$ cat config.mk
export PLATFORM = sky130hd
export DESIGN_NAME = sdst_fifo
export DESIGN_NICKNAME = d
export VERILOG_FILES = /design/src/rtl/sdst_fifo.sv
export SDC_FILE = /design/constraint.sdc
export NUM_CORES = 1
export LEC_CHECK = 0
export BUFFER_PORTS_ARGS = -buffer_cell sky130_fd_sc_hd__buf_2
export CAP_MARGIN = 20
export CORE_UTILIZATION = 59
export DETAILED_ROUTE_END_ITERATION = 6
export PLACE_DENSITY = 0.81
export SLEW_MARGIN = 0
export SYNTH_ARGS = -nofsm -noshare
export SYNTH_HDL_FRONTEND = slang
export SYNTH_SLANG_ARGS = --single-unit
export TNS_END_PERCENT = 20
$ cat constraint.sdc
create_clock -name clk -period 6.3 [get_ports clk]
set_input_delay 0.63 -clock clk [delete_from_list [all_inputs] [get_ports clk]]
set_output_delay 0.63 -clock clk [all_outputs]
set_load 0.03 [all_outputs]
$ cat src/rtl/sdst_fifo.sv
// small first-in first-out queue with registered pointers
`timescale 1ns / 1ps
`default_nettype none
module sdst_fifo #(
  parameter int W  = 8,
  parameter int AW = 2
) (
  input  logic         clk,
  input  logic         rst,
  input  logic         push,
  input  logic         pop,
  input  logic [W-1:0] wdata,
  output logic [W-1:0] rdata,
  output logic         full,
  output logic         empty
);
  localparam int DEPTH = 1 << AW;

  logic [W-1:0]  mem [DEPTH];
  logic [AW-1:0] wptr;
  logic [AW-1:0] rptr;
  logic [AW:0]   count;
  logic          do_push;
  logic          do_pop;

  // status
  assign full    = (count == (AW + 1)'(DEPTH));
  assign empty   = (count == '0);
  assign do_push = push & ~full;
  assign do_pop  = pop & ~empty;
  assign rdata   = mem[rptr];

  // pointers and fill level
  always_ff @(posedge clk) begin
    if (rst) begin
      wptr  <= '0;
      rptr  <= '0;
      count <= '0;
    end else begin
      if (do_push) begin
        wptr <= wptr + 1'b1;
      end
      if (do_pop) begin
        rptr <= rptr + 1'b1;
      end
      count <= count + (AW + 1)'(do_push) - (AW + 1)'(do_pop);
    end
  end

  // storage
  always_ff @(posedge clk) begin
    if (do_push) begin
      mem[wptr] <= wdata;
    end
  end
endmodule
`default_nettype wire

==> results.sh, run 1 <==
export IMPL_status="finished clean"
export IMPL_power_leakage_uw=0.000669
export IMPL_synthTopCellsByArea="edfxtp_1, dfxtp_1, mux4_2, ha_1, inv_1"
export IMPL_report_final_setup_viol=0
export IMPL_routedLengthMet1_um=901
export IMPL_routabilityCongestion=0.664
export IMPL_nNetsFinal=137
export IMPL_port_buffers=21
export IMPL_multiInputGateArea_um2=450
export IMPL_htreeDepth=2
export IMPL_numClockSinks=41
export IMPL_setup_tns_ns=0
export IMPL_drt_antenna_violating_nets=0
export IMPL_fin_hold_ws_ns=0.499
export IMPL_relSlewSlack_pct=63.8
export IMPL_hold_viol=0
export IMPL_r2r_end="count[2]"
export IMPL_maxCapViolCount=0
export IMPL_syn_area_um2=1630
export IMPL_synth_top_cell_area_share_pct=58.8
export IMPL_path_buf_inv=1
export IMPL_route_detailed_drc=0
export IMPL_reg2reg_depth=10
export IMPL_grt_max_degree=13
export IMPL_critPathArrivalTime_ns=1.79
export IMPL_powerDensity_nw_per_um2=386
export IMPL_endpoint_kind="output port"
export IMPL_synth_top_flop_cell="edfxtp_1"
export IMPL_path_clk_slew_ns=0.11
export IMPL_r2r_start="count[1]"
export IMPL_clock_latency_ns=0.34
export IMPL_yosys_area_top_type="edfxtp_1"
export IMPL_tightest_slew_ns=0.542
export IMPL_overflow=0
export IMPL_top_level_ports=22
export IMPL_wire_per_inst_um=15.5
export IMPL_syn_area_per_cell_um2=17.6
export IMPL_path_class="register to output port"
export IMPL_cpPeakStageDelay_ns=0.67
export IMPL_die_height_um=54.6
export IMPL_holdPathEnd="mem[0][4]"
export IMPL_first_global_vias=831
export IMPL_rrSetupSlack_ns=4.13
export IMPL_hp_class="input port to register"
export IMPL_syn_nets=112
export IMPL_ir_worst_vdd_uv=303
export IMPL_cp_start_kind="register"
export IMPL_grt_usage_pct=19.7
export IMPL_slew_violations=0
export IMPL_ys_top_cells_by_count="edfxtp_1, dfxtp_1, inv_1, mux4_2, ha_1"
export IMPL_postSynth_asyncResetShare_pct=0
export IMPL_clock_skew_ns=0.00885
export IMPL_crit_chain="mux4_2, buf_2"
export IMPL_cts_resized_gates=0
export IMPL_fill_cells=160
export IMPL_min_path_cells=1
export IMPL_num_rows=18
export IMPL_start_util_pct=64.2
export IMPL_cp_max_fo=8
export IMPL_syn_to_final_growth_pct=11.6
export IMPL_crit_family="flip-flops"
export IMPL_drt_iter0_drc=8
export IMPL_met3_length_um=108
export IMPL_dp_hpwl_mm=1.67
export IMPL_drt_total_wl_mm=2.32
export IMPL_via_per_inst=5.47
export IMPL_post_route_period_util_pct=38.4
export IMPL_vias=815
export IMPL_antenna_cells=0
export IMPL_cts_inserted_buffers=5
export IMPL_postCtsSetupRepairBufs=0
export IMPL_cts_tree="done"
export IMPL_fmax_ghz=0.413
export IMPL_hold_buffers=0
export IMPL_required_ns=5.67
export IMPL_synthCells=93
export IMPL_antenna_found_initial=0
export IMPL_min_from="wdata[4]"
export IMPL_dieWidth_um=54.6
export IMPL_core_region_area_um2=2540
export IMPL_top_layer_used="met4"
export IMPL_rsz0062_at_grt="no"
export IMPL_synth_cell_type_count=24
export IMPL_cts_root_buf="clkbuf_4"
export IMPL_place_ws_ns=3.91
export IMPL_synth_warnings=0
export IMPL_ys_seq_area_share_pct=69.8
export IMPL_post_synth_top_count_cell="edfxtp_1"
export IMPL_seq_area_um2=1140
export IMPL_setup_ws_ns=3.88
export IMPL_ys_ff_latch=41
export IMPL_slowest_stage="dfxtp_1"
export IMPL_drive_gt1_share_pct=32.8
export IMPL_wl_met2_mm=1.25
export IMPL_fin_crit_ns=2.42
export IMPL_synth_edf_count=32
export IMPL_die_area_um2=2980
export IMPL_cts_buffer_depth=2
export IMPL_drt_pass1_iterations=4
export IMPL_grt_pass1_wl_mm=3.63
==> layout make-up <==
class,count,share of cell area (%)
clock buffer,8,3.23
inverter,8,1.65
multi-input combinational,41,24.7
sequential,41,62.6
tap,30,2.06
timing repair buffer,21,5.77
==> logic make-up (layout without fill, tap and decap cells) <==
logic type	Yosys count	in the layout	share of synthesized area [%]
adder cells (fa/ha/maj)	7	7	5.82
AO/OA/AOI/OAI	5	5	1.99
XOR/XNOR	3	3	1.61
flip-flops	41	41	69.8
buffers and inverters	11	37	2.60
AND/OR/NAND/NOR	17	17	6.51
multiplexers	9	9	11.6
==> metal layers <==
layer / track usage, % / up-vias
met1: 21.4 / 388
met4: 14.1 / 0
met5: 0 / -
met3: 6.11 / 7
li1: - / 393
met2: 32.1 / 27
==> where the power goes <==
group          internal [µW]  switching, µW  leakage (µW)  total (µW)
logic                   92.1            120      0.000270         212
clock network           55.1           73.6     0.0000326         129
registers                329           34.9      0.000367         364
==> how the worst max path moves through the flow <==
stage | from | end | slack (ns) | depth (start not counted)
CTS | register | rdata[3] | 3.82 | 2
global route | register | rdata[3] | 3.75 | 2
floorplan | count[2] | count[2] | 4.00 | 10
detailed placement | push | count[2] | 3.91 | 11
global placement | push | count[2] | 3.97 | 11
finish | register | rdata[4] | 3.88 | 2
==> cell usage in the layout, fill, tap and decap left out, types with 2 or more instances in the layout <==
cell / count
a21oi_1: 2
and2_1: 4
buf_2: 21
clkbuf_1: 2
clkbuf_4: 5
dfxtp_1: 9
edfxtp_1: 32
ha_1: 6
inv_1: 8
mux4_2: 8
nand2b_1: 2
nor2_1: 3
nor2b_1: 2
o21ai_0: 2
or3_1: 2
xnor2_1: 2
==> state kept, by name, indices dropped and copies added, names as in the netlist, named ones only <==
| register | cells |
|---|---|
| wptr | 2 |
| mem | 32 |
| rptr | 2 |
| count | 3 |
==> worst reg2reg max path, stage by stage, from the launching register on <==
cell	delay, ns
dfxtp_1	0.48
nor3b_2	0.11
nor2_2	0.19
inv_1	0.07
ha_1	0.27
inv_1	0.04
ha_1	0.18
fa_1	0.37
xnor2_1	0.18
xnor2_1	0.13
nor2_1	0.05
==> through the flow <==
step | utilization, % | total power, µW | cell area [µm²] | std cells
final | 71.6 | 704 | 1820 | 149
after global routing | 71.6 | 748 | 1820 | 149
after detailed placement | 69.3 | 587 | 1760 | 141
after global placement | 69.3 | 576 | 1760 | 141
after floorplan | - | 531 | 1630 | 93
after CTS | 71.6 | 715 | 1820 | 149
Note: power is estimated with default switching activity, not from simulation.
==> run 2, diff against run 1 <==
ABC_AREA = 1   (was unset)
CORE_UTILIZATION = 56   (was 59)
PLACE_DENSITY = 0.78   (was 0.81)
clock period = 2.23 ns   (was 6.3 ns; I/O delays follow)
==> run 2 against run 1 <==
The flow now finishes with violations (DRC). Global-route usage is 0.21 points higher. Count of clock-buffer cells in the layout is 1 lower. Largest power group unchanged. Sequential share of layout area is 2.8 points lower. Clock power grew to 3.2 times the previous value. Non-clock buffer count is 5 higher. Routed wire length is 20% higher. Clock skew is 0.0021 ns higher. Register-to-register slack worse by 3.9 ns. Sequential cell count stayed put. Combinational power grew to 3.6 times the previous value. Largest cell class unchanged. Sequential power grew to 2.8 times the previous value. Power grew to 3.1 times the previous value.
==> results.sh, run 2 <==
export IMPL_crit_chain="nor2_1, nand2_1, nand2_1, ha_1, inv_1, ha_1, fa_1, a21oi_1, nor2_1"
export IMPL_cp_start_kind="register"
export IMPL_dp_hpwl_mm=1.94
export IMPL_cp_max_fo=6
export IMPL_violations="DRC"
export IMPL_routabilityCongestion=0.785
export IMPL_syn_area_per_cell_um2=11.6
export IMPL_relSlewSlack_pct=78.1
export IMPL_wire_per_inst_um=13.4
export IMPL_synthCells=145
export IMPL_cts_tree="done"
export IMPL_power_leakage_uw=0.000788
export IMPL_synth_top_cell_area_share_pct=57.2
export IMPL_ys_ff_latch=41
export IMPL_rsz0062_at_grt="no"
export IMPL_yosys_area_top_type="edfxtp_1"
export IMPL_largest_register="mem"
export IMPL_grt_pass1_wl_mm=4.50
export IMPL_fin_hold_ws_ns=0.0426
export IMPL_vias=1073
export IMPL_slowest_stage="fa_1"
export IMPL_syn_nets=164
export IMPL_core_region_area_um2=2810
export IMPL_antenna_cells=0
export IMPL_endpoint_kind="register"
export IMPL_cts_resized_gates=0
export IMPL_post_synth_top_count_cell="edfxtp_1"
export IMPL_overflow=0
export IMPL_mostFrequentLayoutCells="edfxtp_1, nor2_1, buf_2"
export IMPL_cpPeakStageDelay_ns=0.39
export IMPL_fmax_ghz=0.510
export IMPL_path_clk_slew_ns=0.12
export IMPL_ys_top_cells_by_count="edfxtp_1, nor2_1, inv_1"
export IMPL_fill_cells=225
export IMPL_synth_cell_type_count=16
export IMPL_hold_viol=0
export IMPL_drt_iter0_drc=62
export IMPL_clock_skew_ns=0.0109
export IMPL_status="finished, violations left"
export IMPL_cts_root_buf="clkbuf_4"
export IMPL_path_class="register to register"
export IMPL_hp_class="input port to register"
export IMPL_drt_antenna_violating_nets=0
export IMPL_htreeDepth=2
export IMPL_top_level_ports=22
export IMPL_clock_latency_ns=0.35
export IMPL_dieWidth_um=56.8
export IMPL_antenna_found_initial=0
export IMPL_mostFrequentLayoutCell="edfxtp_1"
export IMPL_ys_seq_area_share_pct=68.0
export IMPL_cts_inserted_buffers=5
export IMPL_first_global_vias=1031
export IMPL_setup_tns_ns=0
export IMPL_post_route_period_util_pct=87.9
export IMPL_report_final_setup_viol=0
export IMPL_min_path_cells=2
export IMPL_seq_area_um2=1140
export IMPL_drt_total_wl_mm=2.78
export IMPL_postSynth_asyncResetShare_pct=0
export IMPL_grt_max_degree=17
export IMPL_route_detailed_drc=4
export IMPL_critPathArrivalTime_ns=2.22
export IMPL_port_buffers=21
export IMPL_synth_top_flop_cell="edfxtp_1"
export IMPL_hold_buffers=0
export IMPL_num_rows=19
export IMPL_syn_to_final_growth_pct=13.6
export IMPL_via_per_inst=5.16
export IMPL_die_height_um=56.8
export IMPL_cp_num_cells=9
export IMPL_synth_warnings=0
export IMPL_power_uw=2180
export IMPL_cts_buffer_depth=2
export IMPL_drive_gt1_share_pct=22.0
export IMPL_tightest_slew_ns=0.328
export IMPL_top_regs="mem: 32 flops, count: 3 flops"
export IMPL_fin_crit_ns=1.96
export IMPL_dp_cells=200
export IMPL_drt_pass1_iterations=6
export IMPL_maxCapViolCount=0
export IMPL_reg2reg_depth=9
export IMPL_syn_area_um2=1680
export IMPL_ir_worst_vdd_uv=860
export IMPL_required_ns=2.49
export IMPL_numClockSinks=41
export IMPL_powerDensity_nw_per_um2=1140
export IMPL_nNetsFinal=195
export IMPL_synth_edf_count=32
export IMPL_largest_register_ff_count=32
export IMPL_grt_usage_pct=19.9
export IMPL_fin_cells=208
export IMPL_synthTopCellsByArea="edfxtp_1, dfxtp_1, nor2_1, ha_1, inv_1"
export IMPL_path_buf_inv=1
export IMPL_slew_violations=0
export IMPL_crit_family="adder cells"
export IMPL_start_util_pct=59.9
export IMPL_die_area_um2=3220
export IMPL_multiInputGateArea_um2=440
export IMPL_postCtsSetupRepairBufs=0
run 2: changes by cell type in the layout (fill, tap and decap cells not counted), moves of 8 or more:
cell	previous run	this run
mux4_2	8	0
nor2_1	3	28
o22ai_1	0	8
nand2_1	1	12
inv_1	8	19
o21ai_0	2	12
run 2: final timing paths:
check           start       end  slack, ns
min               rst  count[0]       0.04
max reg2reg  count[1]  count[2]       0.27
min reg2reg   rptr[0]  register       0.51
max          count[1]  count[2]       0.27
run 2: routing by layer:
layer  wire length, µm  global-route usage [%]  vias to the layer above
met5                 0                       0                        -
met4                50                    11.5                        0
met3               121                    7.14                        5
met2              1380                    32.0                       21
met1              1230                    22.8                      492
li1                  -                       -                      555
run 2: logic make-up after synthesis:
family / after synthesis / share of synthesized area (%)
AO/OA/AOI/OAI: 29 / 9.69
adder cells (fa/ha/maj): 7 / 5.66
buffers and inverters: 22 / 5.81
flip-flops: 41 / 68.0
AND/OR/NAND/NOR: 46 / 10.9
run 2: metrics by stage:
| step | util (%) | area, µm² | setup slack, ns |
|---|---|---|---|
| 2_1_floorplan | - | 1680 | 0.272 |
| 3_3_place_gp | 65.5 | 1840 | 0.400 |
| 3_5_place_dp | 65.5 | 1840 | 0.303 |
| 4_1_cts | 68.0 | 1910 | 0.278 |
| 5_1_grt | 68.0 | 1910 | 0.123 |
| 6_report | 68.0 | 1910 | 0.271 |
run 2: cell type report:
| cell class | instances | area share, % |
|---|---|---|
| clock buffer | 7 | 3.41 |
| clock inverter | 1 | 0.262 |
| inverter | 20 | 3.93 |
| multi-input combinational | 82 | 23.1 |
| sequential | 41 | 59.8 |
| tap | 31 | 2.03 |
| timing repair buffer | 26 | 7.48 |
run 2: power breakdown:
part | switching, µW | total, µW | internal (µW)
logic | 519 | 758 | 239
clock network | 232 | 415 | 183
registers | 64.7 | 1010 | 941
total | 816 | 2180 | 1360
==> run 3, diff against run 2 <==
CTS_CLUSTER_SIZE = 20   (was unset)
PLACE_DENSITY = unset   (was 0.78)
PLACE_DENSITY_LB_ADDON = 0.08   (was unset)
==> run 3 against run 2 <==
Routed wire length grew 0.25%. Sequential power about the same. Global-route usage increased by 0.17 points. The run still ends with DRC left. Combinational power grew 0.8%. Critical path depth is 1 higher. Cell count did not move. Via count is 0.75% higher. Worst setup slack improved by 0.018 ns. Worst hold slack got worse by 0.0059 ns. Utilization up 0.27 points. Power increased by 1.0%.
==> results.sh, run 3 (synthesized netlist as in run 2, its figures left out) <==
export IMPL_cp_max_fo=5
export IMPL_antenna_found_initial=0
export IMPL_cts_inserted_buffers=5
export IMPL_endpoint_kind="register"
export IMPL_mostFrequentLayoutCells="edfxtp_1, nor2_1, buf_2"
export IMPL_overflow=0
export IMPL_vias=1081
export IMPL_top_regs="mem: 32 flops, count: 3 flops"
export IMPL_mostFrequentLayoutCell="edfxtp_1"
export IMPL_p_switching_uw=828
export IMPL_post_route_period_util_pct=87.0
export IMPL_final_util_pct=68.3
export IMPL_report_final_setup_viol=0
export IMPL_setup_tns_ns=0
export IMPL_slew_violations=0
export IMPL_clock_skew_ns=0.0203
export IMPL_routabilityCongestion=0.700
export IMPL_dp_hpwl_mm=1.93
export IMPL_fin_crit_ns=1.94
export IMPL_fmax_ghz=0.515
export IMPL_antenna_cells=0
export IMPL_multiInputGateArea_um2=440
export IMPL_grt_usage_pct=20.0
export IMPL_maxCapViolCount=0
export IMPL_cp_start_kind="register"
export IMPL_postCtsSetupRepairBufs=0
export IMPL_tightest_slew_ns=0.331
export IMPL_route_detailed_drc=6
export IMPL_core_region_area_um2=2810
export IMPL_required_ns=2.53
export IMPL_fill_cells=207
export IMPL_seq_power_share_pct=45.5
export IMPL_numClockSinks=41
export IMPL_hp_class="input port to register"
export IMPL_hold_buffers=0
export IMPL_start_util_pct=59.9
export IMPL_die_area_um2=3220
export IMPL_critPathArrivalTime_ns=2.24
export IMPL_wire_per_inst_um=13.4
export IMPL_slowest_stage="fa_1"
export IMPL_crit_family="adder cells"
export IMPL_nNetsFinal=195
export IMPL_top_level_ports=22
export IMPL_crit_chain="nor2_1, nand2_1, inv_1, nor2_1, ha_1, inv_1, ha_1, fa_1, inv_1, nor2_1"
export IMPL_drt_antenna_violating_nets=0
export IMPL_power_internal_uw=1370
export IMPL_relSlewSlack_pct=77.9
export IMPL_num_rows=19
export IMPL_port_buffers=21
export IMPL_status="finished, violations left"
export IMPL_via_per_inst=5.20
export IMPL_cts_buffer_depth=2
export IMPL_largest_register_ff_count=32
export IMPL_first_global_vias=1060
export IMPL_cts_root_buf="clkbuf_4"
export IMPL_grt_pass1_wl_mm=4.49
export IMPL_clock_latency_ns=0.35
export IMPL_powerDensity_nw_per_um2=1150
export IMPL_power_frac_clock_pct=19.7
export IMPL_cts_resized_gates=0
export IMPL_drive_gt1_share_pct=22.0
export IMPL_largest_register="mem"
export IMPL_syn_to_final_growth_pct=14.1
export IMPL_path_class="register to register"
export IMPL_path_clk_slew_ns=0.13
export IMPL_violations="DRC"
export IMPL_rsz0062_at_grt="no"
export IMPL_path_buf_inv=3
export IMPL_cpPeakStageDelay_ns=0.48
export IMPL_power_frac_comb_pct=34.7
export IMPL_drt_iter0_drc=35
export IMPL_drt_pass1_iterations=7
export IMPL_grt_max_degree=17
export IMPL_seq_area_um2=1140
export IMPL_switching_share_pct=37.6
export IMPL_drt_total_wl_mm=2.79
export IMPL_dieWidth_um=56.8
export IMPL_cts_tree="done"
export IMPL_hold_viol=0
export IMPL_power_leakage_uw=0.000791
export IMPL_ir_worst_vdd_uv=704
export IMPL_die_height_um=56.8
export IMPL_htreeDepth=2
## run 3: per-stage QoR
stage / instances / setup slack [ns] / cell area [µm²] / hold slack [ns] / power (µW)
2_1_floorplan: 145 / 0.272 / 1680 / 0.294 / 1580
3_3_place_gp: 200 / 0.400 / 1840 / 0.413 / 1750
3_5_place_dp: 200 / 0.318 / 1840 / 0.417 / 1790
4_1_cts: 208 / 0.290 / 1920 / 0.0201 / 2220
5_1_grt: 208 / 0.154 / 1920 / 0.0134 / 2330
6_report: 208 / 0.289 / 1920 / 0.0367 / 2200
## run 3: metal layers
layer,vias to the layer above,global-route usage (%),wire (µm),part of all wire (%)
met2,30,36.2,1370,49
li1,556,-,-,-
met1,485,18.7,1180,42
met4,0,13.6,91,3.3
met3,10,6.91,141,5.1
met5,-,0,0,0
## run 3: power by group through the flow
| stage | Sequential (µW) | Combinational [µW] | Clock (µW) |
|---|---|---|---|
| 6_report | 1000 | 764 | 434 |
| 5_1_grt | 1010 | 847 | 475 |
| 4_1_cts | 1000 | 769 | 445 |
| 3_5_place_dp | 1020 | 767 | 0 |
| 3_3_place_gp | 1020 | 736 | 0 |
| 2_1_floorplan | 1000 | 578 | 0 |
## run 3: worst paths after layout
path / end / cells past startpoint / slack [ns] / start
setup / recovery: count[1] / 10 / 0.29 / count[1]
hold / removal: count[0] / 2 / 0.04 / rst
setup reg to reg: count[1] / 10 / 0.29 / count[1]
hold reg to reg: register / 2 / 0.51 / rptr[0]
## run 3: worst reg2reg max path: stages, from the launching register on
cell     delay, ns
dfxtp_1       0.35
nor2_1        0.15
nand2_1       0.14
inv_1         0.11
nor2_1        0.05
ha_1          0.27
inv_1         0.04
ha_1          0.19
fa_1          0.49
inv_1         0.04
nor2_1        0.07
## run 3: area by class of cell
cell class / instances / area share (%)
inverters: 20 / 3.92
clock inverters: 2 / 0.784
well taps: 31 / 2.02
repair buffers: 26 / 7.45
flip-flops and latches: 41 / 59.6
multi-input cells: 82 / 23.0
clock buffers: 6 / 3.27
