### src/rtl/sdst_front.sv
// front end: takes requests, flags zero-length segments, feeds the queue
`timescale 1ns / 1ps
`default_nettype none
module sdst_front #(
  parameter int CB = 16
) (
  input  logic              clk,
  input  logic              rst,
  input  logic              push,
  output logic              full,
  input  logic [8*CB-1:0]   coords,
  output logic              q_push,
  input  logic              q_full,
  output logic [8*CB+1:0]   q_data
);
  logic              f_valid;
  logic [8*CB+1:0]   f_data;
  logic              adv;
  logic [CB-1:0]     ax, ay, bx, by, cx, cy, dx, dy;
  logic              degen_ab;
  logic              degen_cd;

  assign {ax, ay, bx, by, cx, cy, dx, dy} = coords;

  // zero-length segments have no projection
  assign degen_ab = (ax == bx) && (ay == by);
  assign degen_cd = (cx == dx) && (cy == dy);

  assign adv    = ~f_valid | ~q_full;
  assign full   = ~adv;
  assign q_push = f_valid;
  assign q_data = f_data;

  // request register
  always_ff @(posedge clk) begin
    if (rst) begin
      f_valid <= 1'b0;
    end else if (adv) begin
      f_valid <= push;
    end
  end

  always_ff @(posedge clk) begin
    if (adv && push) begin
      f_data <= {coords, degen_ab, degen_cd};
    end
  end
endmodule
`default_nettype wire

### config.mk
export PLATFORM = sky130hd
export DESIGN_NAME = sdst_front
export DESIGN_NICKNAME = d
export VERILOG_FILES = /design/src/rtl/sdst_front.sv
export SDC_FILE = /design/constraint.sdc
export NUM_CORES = 1
export LEC_CHECK = 0
export ABC_AREA = 1
export BUFFER_PORTS_ARGS = -buffer_cell sky130_fd_sc_hd__buf_2
export CAP_MARGIN = 20
export CORE_MARGIN = 4
export CORE_UTILIZATION = 49
export CTS_BUF_LIST = sky130_fd_sc_hd__clkbuf_16
export CTS_CLUSTER_SIZE = 40
export DETAILED_ROUTE_END_ITERATION = 10
export GPL_ROUTABILITY_DRIVEN = 0
export PLACE_DENSITY = 0.83
export SLEW_MARGIN = 20
export SYNTH_ARGS = -nofsm -noshare
export SYNTH_HDL_FRONTEND = slang
export SYNTH_SLANG_ARGS = --single-unit
### constraint.sdc
create_clock -name clk -period 14.35 [get_ports clk]
set_input_delay 2.1525 -clock clk [delete_from_list [all_inputs] [get_ports clk]]
set_output_delay 2.1525 -clock clk [all_outputs]
set_load 0.05 [all_outputs]
==> run summary, run 1 <==
Setup violations remaining at the end of the flow were counted as 0. The clock slew at the register clock pins of the worst setup and hold paths is 0.05 ns, and the post-detailed-route via-to-cell ratio is 4.59. The synthesized netlist contains 7 unique library cells. Endpoint class of the critical path: an output port. The critical path arrival came out at 2.67 ns.

The die is 111 um wide. STA classifies the critical path startpoint as an input port. The largest individual stage delay along the critical path comes from the cell sky130_fd_sc_hd__buf_2.

The run gives 0.40 ns as the clock latency on the worst-skew pair. Clock skew on the completed layout was measured at 0.00999 ns. The first global-routing pass estimated 19,800 um of wire. The max-slew headroom at the worst pin is 0.430. Setup repair after global routing left no endpoint under its margin.

Buffers placed on the I/O ports in this run total 263. The violation count after the first detailed-routing iteration is 217, and the core box area is 0.0104 mm^2. Height of the die: 111 um.

The most critical setup path has its startpoint at q_full. The H-tree was split into 4 levels. In this design, the critical path's most frequently occurring cell is sky130_fd_sc_hd__buf_2. Synthesis produced a netlist with a net count of 604. The final number of hold-violating endpoints was 0; the synthesis-to-finish area growth was 39.4%. The logs give 4,204 for the number of global-route vias before repair and 0.485 ns for the worst hold margin. The tools report the number of buffers created by CTS as 17. Dividing the synthesized area by the synthesized cell count gives 11.1 um^2. The tools report the total leakage power as 3.73 nW.

Timing would allow up to 208 MHz. Once the clock tree was built, the resizer swapped 0 gates to a different size. The total stage count of the critical path is 4. The number of buffers and inverters on the critical path is 3.

The largest single stage delay on the critical path is 0.28 ns. The run gives 4,163 as the total via count in the routed design. The post-cts hold buffer count was 0. The endpoint identified for the worst register-to-register timing path is q_data[98]. Time the worst path needs with I/O delays and setup: 4.82 ns. The wire length after detailed routing is 12,800 um, and the total placed cells including tap cells is 873. The logs give 759 for the total of fill cells in the finished design and 0.00524 mm^2 for the cell area after synthesis. Traced cell by cell, the critical path runs through buf_2 > nand2_1 > inv_1 > buf_2. The category of the critical setup timing path was input port to output port. The post-route clock period utilization is 0.336.

TritonCTS built the clock tree. After technology mapping, the gate count stands at 472. The residual overflow from global routing came out at 0. Entering global routing, the biggest net connects 69 pins. The kind of cell with the highest combined delay along the critical path is buffers and inverters. Across the run, the number of max-cap violations was 0.

The number of cells on the worst reg-to-reg path came out at 4. The die footprint is 0.0124 mm^2, and the final sum of negative setup slack is 0 ns. At the pin with the least slew margin, the transition time is 0.855 ns. Of all nets on the critical path, the largest fanout is 2. The fraction of final layout cells with drive strength greater than 1 came out at 0.381. In the final routed layout, each cell accounts on average for 14.2 um. The run finished with clean final reports.

The first detailed-routing pass ran for 5 iterations. In this run the count of I/O pins placed on the die edge is 264. In the final layout, the multi-input gates occupy 958 um^2. The run gives 0.750 as the portion of the post-synthesis area used by sequential elements.

For this design, the sink count on the clock tree is 131. Data on the critical path is required at its endpoint by 12.20 ns. The initial antenna violation count was 0.

The critical path endpoint was full. In this run, synthesis produced a sequential element count of 131. The tools report the final instance count without filler cells as 906. The total area of sequential cells was 0.00392 mm^2; the synthesis warning total was 0.

Class of the worst hold path: flip-flop to flip-flop. The launching point of the worst reg2reg path is q_push. In this run the register-to-register setup slack is 12.72 ns. The cell area power density works out to 139 mW/mm^2. Row generation in the floorplan step produced 37 rows.

In this run the deepest clock path goes through 2 buffers. The starting density of the core is 0.505, and the number of nets still failing antenna checks after routing is 0. For the global-route total usage across every layer, the log shows 0.207.

The number of setup buffers added after CTS is 0. Across the VDD grid, the largest voltage drop is 0.0787 mV. At the end of the flow, the number of nets in the layout was 888.

Final number of max-transition violations: 0. Clock tree synthesis selected as its root buffer the cell sky130_fd_sc_hd__clkbuf_16. Summed over all nets, the half-perimeter wirelength after detailed placement is 9930 um. The DRC violation count after routing came out at 0.
[cells in the mapped netlist]
| cell type | number | area [um^2] |
|---|---|---|
| sky130_fd_sc_hd__nand2_1 | 151 | 567 |
| sky130_fd_sc_hd__edfxtp_1 | 130 | 3900 |
| sky130_fd_sc_hd__inv_1 | 96 | 360 |
| sky130_fd_sc_hd__nor2_1 | 87 | 327 |
| sky130_fd_sc_hd__xor2_1 | 6 | 52.6 |
| sky130_fd_sc_hd__a21oi_1 | 1 | 5.00 |
| sky130_fd_sc_hd__dfxtp_1 | 1 | 20.0 |
[how the worst min path moves through the flow]
stage          startpoint     end  slack (ns)  cells past startpoint
2_1_floorplan      q_push  q_push        0.69                      2
3_3_place_gp       q_push  q_push        0.46                      2
3_5_place_dp       q_push  q_push        0.48                      2
4_1_cts            q_push  q_push        0.49                      2
5_1_grt            q_push  q_push        0.52                      2
6_report           q_push  q_push        0.48                      2
[layer usage]
layer,up-vias,GRT usage,part of all wire
met5,-,0,0
met4,0,0.106,0.027
met3,31,0.0935,0.11
met2,197,0.366,0.52
met1,1891,0.204,0.34
li1,2044,-,-
[power breakdown]
group	switching, mW	internal (mW)
Sequential	0.00548	0.448
Combinational	0.122	0.0379
Clock	0.149	0.250
[placed cells by master, fill, tap and decap left out, types with 2 or more instances in the layout]
| cell type | synthesis | final |
|---|---|---|
| sky130_fd_sc_hd__inv_1 | 96 | 100 |
| sky130_fd_sc_hd__xor2_1 | 6 | 6 |
| sky130_fd_sc_hd__buf_4 | 0 | 2 |
| sky130_fd_sc_hd__buf_2 | 0 | 263 |
| sky130_fd_sc_hd__edfxtp_1 | 130 | 130 |
| sky130_fd_sc_hd__bufinv_16 | 0 | 2 |
| sky130_fd_sc_hd__nor2_1 | 87 | 86 |
| sky130_fd_sc_hd__nand2_1 | 151 | 151 |
| sky130_fd_sc_hd__clkinvlp_4 | 0 | 2 |
| sky130_fd_sc_hd__clkbuf_16 | 0 | 17 |
| sky130_fd_sc_hd__clkinv_2 | 0 | 5 |
[through the flow]
step | area [um^2] | setup slack, ns | utilization | power, mW
after CTS | 7300 | 9.53 | 0.704 | 1.02
after global placement | 6740 | 9.53 | 0.650 | 0.616
after floorplan | 5240 | 5.80 | - | 0.571
after global routing | 7300 | 9.50 | 0.704 | 1.05
after detailed placement | 6740 | 9.53 | 0.650 | 0.621
final | 7300 | 9.53 | 0.704 | 1.01
[sequential cells by signal, summed over array words and instances, names as in the netlist]
register,flops
q_data,130
q_push,1
[cell type report]
type,instances,area share
Antenna cell,1,0.000343
Clock buffer,17,0.0583
Clock inverter,15,0.0175
Inverter,96,0.0494
Multi-Input combinational cell,245,0.131
Sequential cell,131,0.538
Tap cell,136,0.0233
Timing Repair Buffer,265,0.182
[worst register-to-register path, stage by stage (launching register included)]
cell and delay [ns]:
sky130_fd_sc_hd__dfxtp_1 0.31, sky130_fd_sc_hd__nand2_1 0.07, sky130_fd_sc_hd__inv_1 0.07, sky130_fd_sc_hd__nor2_4 0.08, sky130_fd_sc_hd__buf_4 0.66
[cell families (layout without fill, tap and decap cells)]
kind of cell | count (synthesis) | count (layout) | share of synthesized area
buffers and inverters | 96 | 393 | 0.0688
other | 0 | 1 | 0
AO/OA/AOI/OAI | 1 | 1 | 0.000955
XOR/XNOR | 6 | 6 | 0.0100
flip-flops | 131 | 131 | 0.750
AND/OR/NAND/NOR | 238 | 238 | 0.171
No activity file was read; power rests on OpenSTA's default activity.
==> run 2: changes to the inputs <==
--- a/config.mk
+++ b/config.mk
@@ -9,12 +9,12 @@
 export BUFFER_PORTS_ARGS = -buffer_cell sky130_fd_sc_hd__buf_2
 export CAP_MARGIN = 20
 export CORE_MARGIN = 4
-export CORE_UTILIZATION = 49
+export CORE_UTILIZATION = 41
 export CTS_BUF_LIST = sky130_fd_sc_hd__clkbuf_16
 export CTS_CLUSTER_SIZE = 40
 export DETAILED_ROUTE_END_ITERATION = 10
 export GPL_ROUTABILITY_DRIVEN = 0
-export PLACE_DENSITY = 0.83
+export PLACE_DENSITY = 0.74
 export SLEW_MARGIN = 20
 export SYNTH_ARGS = -nofsm -noshare
 export SYNTH_HDL_FRONTEND = slang
==> constraint.sdc (replaced) <==
create_clock -name clk -period 4.4 [get_ports clk]
set_input_delay 0.66 -clock clk [delete_from_list [all_inputs] [get_ports clk]]
set_output_delay 0.66 -clock clk [all_outputs]
set_load 0.05 [all_outputs]
==> run 2 against run 1 <==
  * Sequential share of layout area is 0.18 points higher
  * Die area is 18% higher
  * Setup slack worse by 7.0 ns
  * Core utilization is 13 points lower
  * Total power grew to 3.1 times the previous value
  * Cell count is 3.8% higher
  * Clock-buffer cell count stayed put
  * Register-to-register slack worse by 9.9 ns
  * Critical path depth is 1 lower
  * Highest routed layer unchanged
==> run summary, run 2 (synthesized netlist as in run 1, its figures left out) <==
Clock tree synthesis selected as its root buffer the cell sky130_fd_sc_hd__clkbuf_16. The clock latency on the worst-skew pair was 0.40 ns (about the same); the number of detailed-route iterations in the first pass was 4 (-1). The height of the die was 121 um (+8.7%).

The total leakage power was 3.70 nW (-0.61%). The number of cells on the worst reg-to-reg path was 4 (unchanged). Class of the worst hold path: input port to flip-flop.

The run gives 0 (unchanged) as the number of nets still failing antenna checks after routing. The number of nets in the layout is 888 (unchanged). The maximum fanout count along the critical path was 2 (unchanged).

The library cells used most frequently in the layout, excluding fill and tap cells, are sky130_fd_sc_hd__buf_2, sky130_fd_sc_hd__nand2_1, sky130_fd_sc_hd__edfxtp_1, sky130_fd_sc_hd__inv_1, sky130_fd_sc_hd__nor2_1. Detailed-route wire length per cell: 12.6 um (-11%). The run gives 0.408 ns (-0.0771 ns) as the worst hold margin. The post-cts hold buffer count is 0 (unchanged). The logs give 0 (unchanged) for the initial antenna violation count and 543 MHz for the top achievable clock speed. Setup repair after global routing left no endpoint under its margin. The count of cells resized by post-cts repair is 0 (unchanged). The largest vdd supply drop was 0.220 mV (+180%).

The maximum number of pins on one net before global-route repair is 68 (-1.4%). The post-route clock period utilization was 0.418; the die span in x was 121 um (+8.7%). Number of levels in the clock H-tree: 4 (unchanged).

The tools report the DRC violation count after routing as 0 (unchanged). The run gives 0.160 (-0.0470) as the global-route total usage across every layer. The tools report the critical path arrival as 1.18 ns (-1.49 ns).

The core box area is 0.0126 mm^2 (+21%). The most common cell after layout, fill and taps aside is sky130_fd_sc_hd__buf_2. The flow ran to the end, and the final reports show no timing, DRC or antenna violations. Post-CTS setup buffer count: 0 (unchanged). The synthesis-to-finish area growth works out to 39.0%. The post-detailed-route via-to-cell ratio came out at 4.25 (-7.6%).

The time the worst path needs with I/O delays and setup was 1.84 ns; the residual overflow from global routing was 0 (unchanged). The run gives 0.417 (-0.0883) as the starting density of the core. The tools report the largest clock skew in the final design as 0.00339 ns (-0.00660 ns).

For the number of setup violations in the final report, the log shows 0 (unchanged). The final number of max-transition violations was 0 (unchanged); the cell area power density was 432 mW/mm^2 (+210%). The global-route wire length before repair is 17,900 um (-9.7%). The worst setup path is launched from a flip-flop.

Die footprint: 0.0146 mm^2 (+18%). Slew at the pin with the worst max-slew slack: 0.834 ns (-0.0201 ns). The I/O pin count was 264 (unchanged); the data required time of the worst path was 3.74 ns (-8.46 ns). The tools report the number of diodes as 0 (-1). The wire length after detailed routing is 11,900 um (-7.6%). The max-slew headroom at the worst pin was 0.444 (+0.0134). Number of cells on the worst hold path: 2 (unchanged).

The tools report the total via count in the routed design as 3,993 (-4.1%). The final number of hold-violating endpoints was 0 (unchanged); the number of flip-flops under the largest register name was 130 (unchanged). The worst setup path is of the flip-flop to output port kind. The CTS sink count is 131 (unchanged), and the fraction of final layout cells with drive strength greater than 1 is 0.375 (-0.00601). TritonCTS built the clock tree. The violation count after the first detailed-routing iteration was 202 (-6.9%); the number of max-cap violations was 0 (unchanged).

The number of placement rows was 41 (+11%). The final sum of negative setup slack is 0 ns (unchanged), and the number of global-route vias before repair is 3,763 (-10%). The worst setup path is captured at an output port. The number of buffers inserted by port buffering was 263 (unchanged).

The number of buffers created by CTS is 17 (unchanged). The detailed placer's ending HPWL was 9240 um (-6.9%). The number of buffers on the longest clock path was 2 (unchanged); the clock slew at the register clock pins of the worst setup and hold paths was 0.05 ns (about the same).
-- run 2: cell types whose count changed in the layout (fill, tap and decap cells not counted), sizes merged --
cell      previous run  this run
clkinvlp             2         1
bufinv               2         0
inv                100       102
diode                1         0
-- run 2: routing by layer --
layer	vias to the layer above	track usage	part of all wire	wire length, um
met5	-	0	0	0
met4	0	0.0814	0.026	304
met3	23	0.0597	0.089	1050
met2	158	0.272	0.50	5960
met1	1769	0.175	0.38	4540
li1	2043	-	-	-
-- run 2: critical path, cell delays in order, from the launching register on --
cell and delay [ns]:
sky130_fd_sc_hd__dfxtp_1 0.33, sky130_fd_sc_hd__nand2_1 0.07, sky130_fd_sc_hd__inv_1 0.11, sky130_fd_sc_hd__buf_2 0.28
-- run 2: final cells by class --
type,count,area [um^2]
repair buffers,265,1330
fillers,1110,5290
multi-input cells,245,958
clock buffers,17,425
inverters,96,360
flip-flops and latches,131,3920
clock inverters,14,61.3
well taps,172,215
-- run 2: report_power, final --
part | total (mW) | internal (mW) | switching (mW)
Sequential | 1.48 | 1.46 | 0.0162
Clock | 1.15 | 0.690 | 0.460
Combinational | 0.517 | 0.124 | 0.393
-- run 2: worst paths after layout --
| check | from | slack, ns | to |
|---|---|---|---|
| setup reg to reg | q_push | 2.79 | q_data[28] |
| hold reg to reg | q_push | 0.48 | q_push |
| hold / removal | rst | 0.41 | q_push |
| setup / recovery | q_push | 2.56 | full |
-- run 2: per-stage QoR --
stage,utilization,instances,setup slack [ns],power [mW],area (um^2)
after floorplan,-,472,1.02,1.85,5240
after CTS,0.579,940,2.53,3.18,7280
after global placement,0.540,909,2.36,2.01,6790
after detailed placement,0.540,909,2.33,2.02,6790
final,0.579,940,2.56,3.15,7280
after global routing,0.579,940,2.46,3.28,7280
==> run 3: changes to the inputs <==
==> constraint.sdc (replaced) <==
create_clock -name clk -period 1.6 [get_ports clk]
set_input_delay 0.24 -clock clk [delete_from_list [all_inputs] [get_ports clk]]
set_output_delay 0.24 -clock clk [all_outputs]
set_load 0.05 [all_outputs]
==> run 3 against run 2 <==
  * Global-route usage up 0.54 points
  * Largest cell class unchanged
  * Largest power group unchanged
  * Routed wire length grew 2.0%
  * Combinational power rose to 2.8 times the previous value
  * Hold slack worse by 0.38 ns
  * Clock-buffer cell count unchanged
  * Via count about the same
==> run summary, run 3 (synthesized netlist as in run 1, its figures left out) <==
The most common cell after layout, fill and taps aside is sky130_fd_sc_hd__buf_2. The number of nets still failing antenna checks after routing was 0 (unchanged); the slew at the pin with the worst max-slew slack was 0.365 ns (-0.470 ns). For the critical path arrival, the log shows 1.16 ns (-0.02 ns). Global-route total usage across every layer: 0.166 (+0.00536). The portion of total power attributed to sequential cells is 0.441 (-0.029). Based on the critical path, the design can be clocked at up to 715 MHz.

The run gives 4 (unchanged) as the number of levels in the clock H-tree. Maximum fanout count along the critical path: 2 (unchanged). The path class of the tightest hold or removal check is input port to flip-flop. The post-detailed-route via-to-cell ratio is 4.24 (-0.24%). Setup repair after global routing left no endpoint under its margin. The switching power share of the total came out at 0.265 (-0.0110).

The max-slew headroom at the worst pin is 0.757 (+0.313), and the overall power of the completed layout is 9.21 mW (+190%). The I/O pin count came out at 264 (unchanged). The number of buffers on the longest clock path is 2 (unchanged). The fraction of final layout cells with drive strength greater than 1 works out to 0.384 (+0.00942). Total leakage power: 3.74 nW (+1.0%).

The number of setup violations in the final report is 0 (unchanged), and the post-CTS setup buffer count is 0 (unchanged). The total internal power was 6.77 mW (+200%); the total of fill cells in the finished design was 1,056 (-4.9%). The synthesis-to-finish area growth is 41.6%, and the time the worst path needs with I/O delays and setup is 1.40 ns. The tools report the total placed cells including tap cells as 909 (unchanged). Clock slew at the register clock pins of the worst setup and hold paths: 0.05 ns (about the same). The number of flip-flops under the largest register name was 130 (unchanged).

The number of detailed-route iterations in the first pass was 4 (unchanged); the height of the die was 121 um (unchanged). The run gives 0.156 (-0.008) as the fraction of power consumed by combinational cells. The largest clock skew in the final design was 0.00476 ns (+0.00137 ns); the die span in x was 121 um (unchanged). The category of the critical setup timing path was flip-flop to output port. Detailed-route wire length per cell: 12.8 um (+1.8%).

The number of nets in the layout was 889 (+0.11%); the largest vdd supply drop was 0.559 mV (+150%). The starting density of the core was 0.417 (unchanged). The number of buffers created by CTS was 17 (unchanged); the number of max-cap violations was 0 (unchanged). The peak-usage layer in the global routing report is met2. The flow ran to the end, and the final reports show no timing, DRC or antenna violations. Global-route wire length before repair: 18,400 um (+3.0%). The post-route clock period utilization works out to 0.874. The clock share of power came out at 0.403 (+0.037).

The logs give 1.36 ns (-2.38 ns) for the data required time of the worst path and 0.0146 mm^2 (unchanged) for the die footprint. For the number of global-route vias before repair, the log shows 3,868 (+2.8%). The residual overflow from global routing came out at 0 (unchanged). TritonCTS built the clock tree. The core box area is 0.0126 mm^2 (unchanged), and the violation count after the first detailed-routing iteration is 148 (-27%). The cell area power density is 1240 mW/mm^2 (+190%), and the worst hold margin is 0.0319 ns (-0.376 ns). The final instance count without filler cells was 942 (+0.21%); the final number of hold-violating endpoints was 0 (unchanged).

The number of buffers inserted by port buffering was 263 (unchanged). The clock latency on the worst-skew pair came out at 0.40 ns (about the same). The routing usage on met3 came out at 0.0592 (-0.000466).

The utilization after layout came out at 0.590 (+0.0110). The run gives 9410 um (+1.8%) as the detailed placer's ending HPWL. The wire length after detailed routing is 12,100 um (+2.0%). For the maximum number of pins on one net before global-route repair, the log shows 68 (unchanged).

The tools report the root cell of the clock tree as sky130_fd_sc_hd__clkbuf_16. Initial antenna violation count: 0 (unchanged). The top cell types in the final layout, fill and taps aside, are sky130_fd_sc_hd__buf_2, sky130_fd_sc_hd__nand2_1, sky130_fd_sc_hd__edfxtp_1, sky130_fd_sc_hd__inv_1, sky130_fd_sc_hd__nor2_1.

The final number of max-transition violations was 0 (unchanged); the switching power of the nets was 2.44 mW (+180%). The run gives 131 (unchanged) as the CTS sink count. The run gives 0 (unchanged) as the number of diodes. The worst setup path is captured at an output port.

The total via count in the routed design is 3,992 (-0.025%). The met1 usage in global routing came out at 0.173 (-0.00173). The met2 capacity usage during global routing is 0.292 (+0.0201), and the DRC violation count after routing is 0 (unchanged).

STA classifies the critical path startpoint as a flip-flop. The run gives 41 (unchanged) as the number of placement rows.
## run 3: cell types whose count changed in the layout (fill, tap and decap cells not counted)
cell and change:
sky130_fd_sc_hd__dfxtp_4 +1, sky130_fd_sc_hd__buf_12 +2, sky130_fd_sc_hd__dfxtp_1 -1, sky130_fd_sc_hd__inv_1 -5
sky130_fd_sc_hd__nand2_1 -1, sky130_fd_sc_hd__clkinvlp_4 +2, sky130_fd_sc_hd__nand2_4 +1, sky130_fd_sc_hd__buf_4 -2
sky130_fd_sc_hd__dlygate4sd3_1 +1, sky130_fd_sc_hd__bufinv_16 +3, sky130_fd_sc_hd__clkinv_2 +1
## run 3: final timing paths
path / startpoint / end / slack, ns / depth (start not counted)
setup / recovery: q_push / full / 0.20 / 3
hold / removal: coords[50] / q_data[52] / 0.03 / 1
setup reg to reg: q_push / q_data[19] / 0.20 / 4
hold reg to reg: q_push / q_push / 0.50 / 2
## run 3: power groups by stage
| stage | sequential [mW] | clock [mW] | combinational (mW) |
|---|---|---|---|
| detailed placement | 4.13 | 0 | 1.44 |
| floorplan | 4.83 | 0 | 0.261 |
| global route | 4.08 | 3.97 | 1.54 |
| finish | 4.06 | 3.71 | 1.44 |
| CTS | 4.06 | 3.79 | 1.45 |
| global placement | 4.13 | 0 | 1.42 |
## run 3: per-stage QoR
step	cell area (um^2)	TNS [ns]	worst slack, ns
after floorplan	5260	-206.10	-1.59
after global placement	6830	0	0.209
after detailed placement	6830	0	0.187
after CTS	7410	0	0.170
after global routing	7410	0	0.149
final	7410	0	0.201
## run 3: routing by layer
layer / vias up / part of all wire
li1: 2042 / -
met1: 1772 / 0.36
met2: 155 / 0.53
met3: 23 / 0.080
met4: 0 / 0.028
met5: - / 0
## run 3: final cells by class
class                      count  area [um^2]  area share
clock inverter                15          149      0.0201
multi-input combinational    245          966       0.130
inverter                      96          364      0.0491
clock buffer                  17          425      0.0574
timing repair buffer         266         1370       0.184
sequential                   131         3930       0.530
tap                          172          215      0.0290
## run 3: timing repair
| action | in CTS | in global routing |
|---|---|---|
| endpoints found under the hold margin | 1 | 0 |
| resized for setup | 0 | 0 |
| hold buffers | 1 | 0 |
## run 3: worst max-delay path, stage by stage, from the launching register on
cell	delay, ns
sky130_fd_sc_hd__dfxtp_4	0.35
sky130_fd_sc_hd__nand2_4	0.05
sky130_fd_sc_hd__clkinvlp_4	0.08
sky130_fd_sc_hd__buf_2	0.27
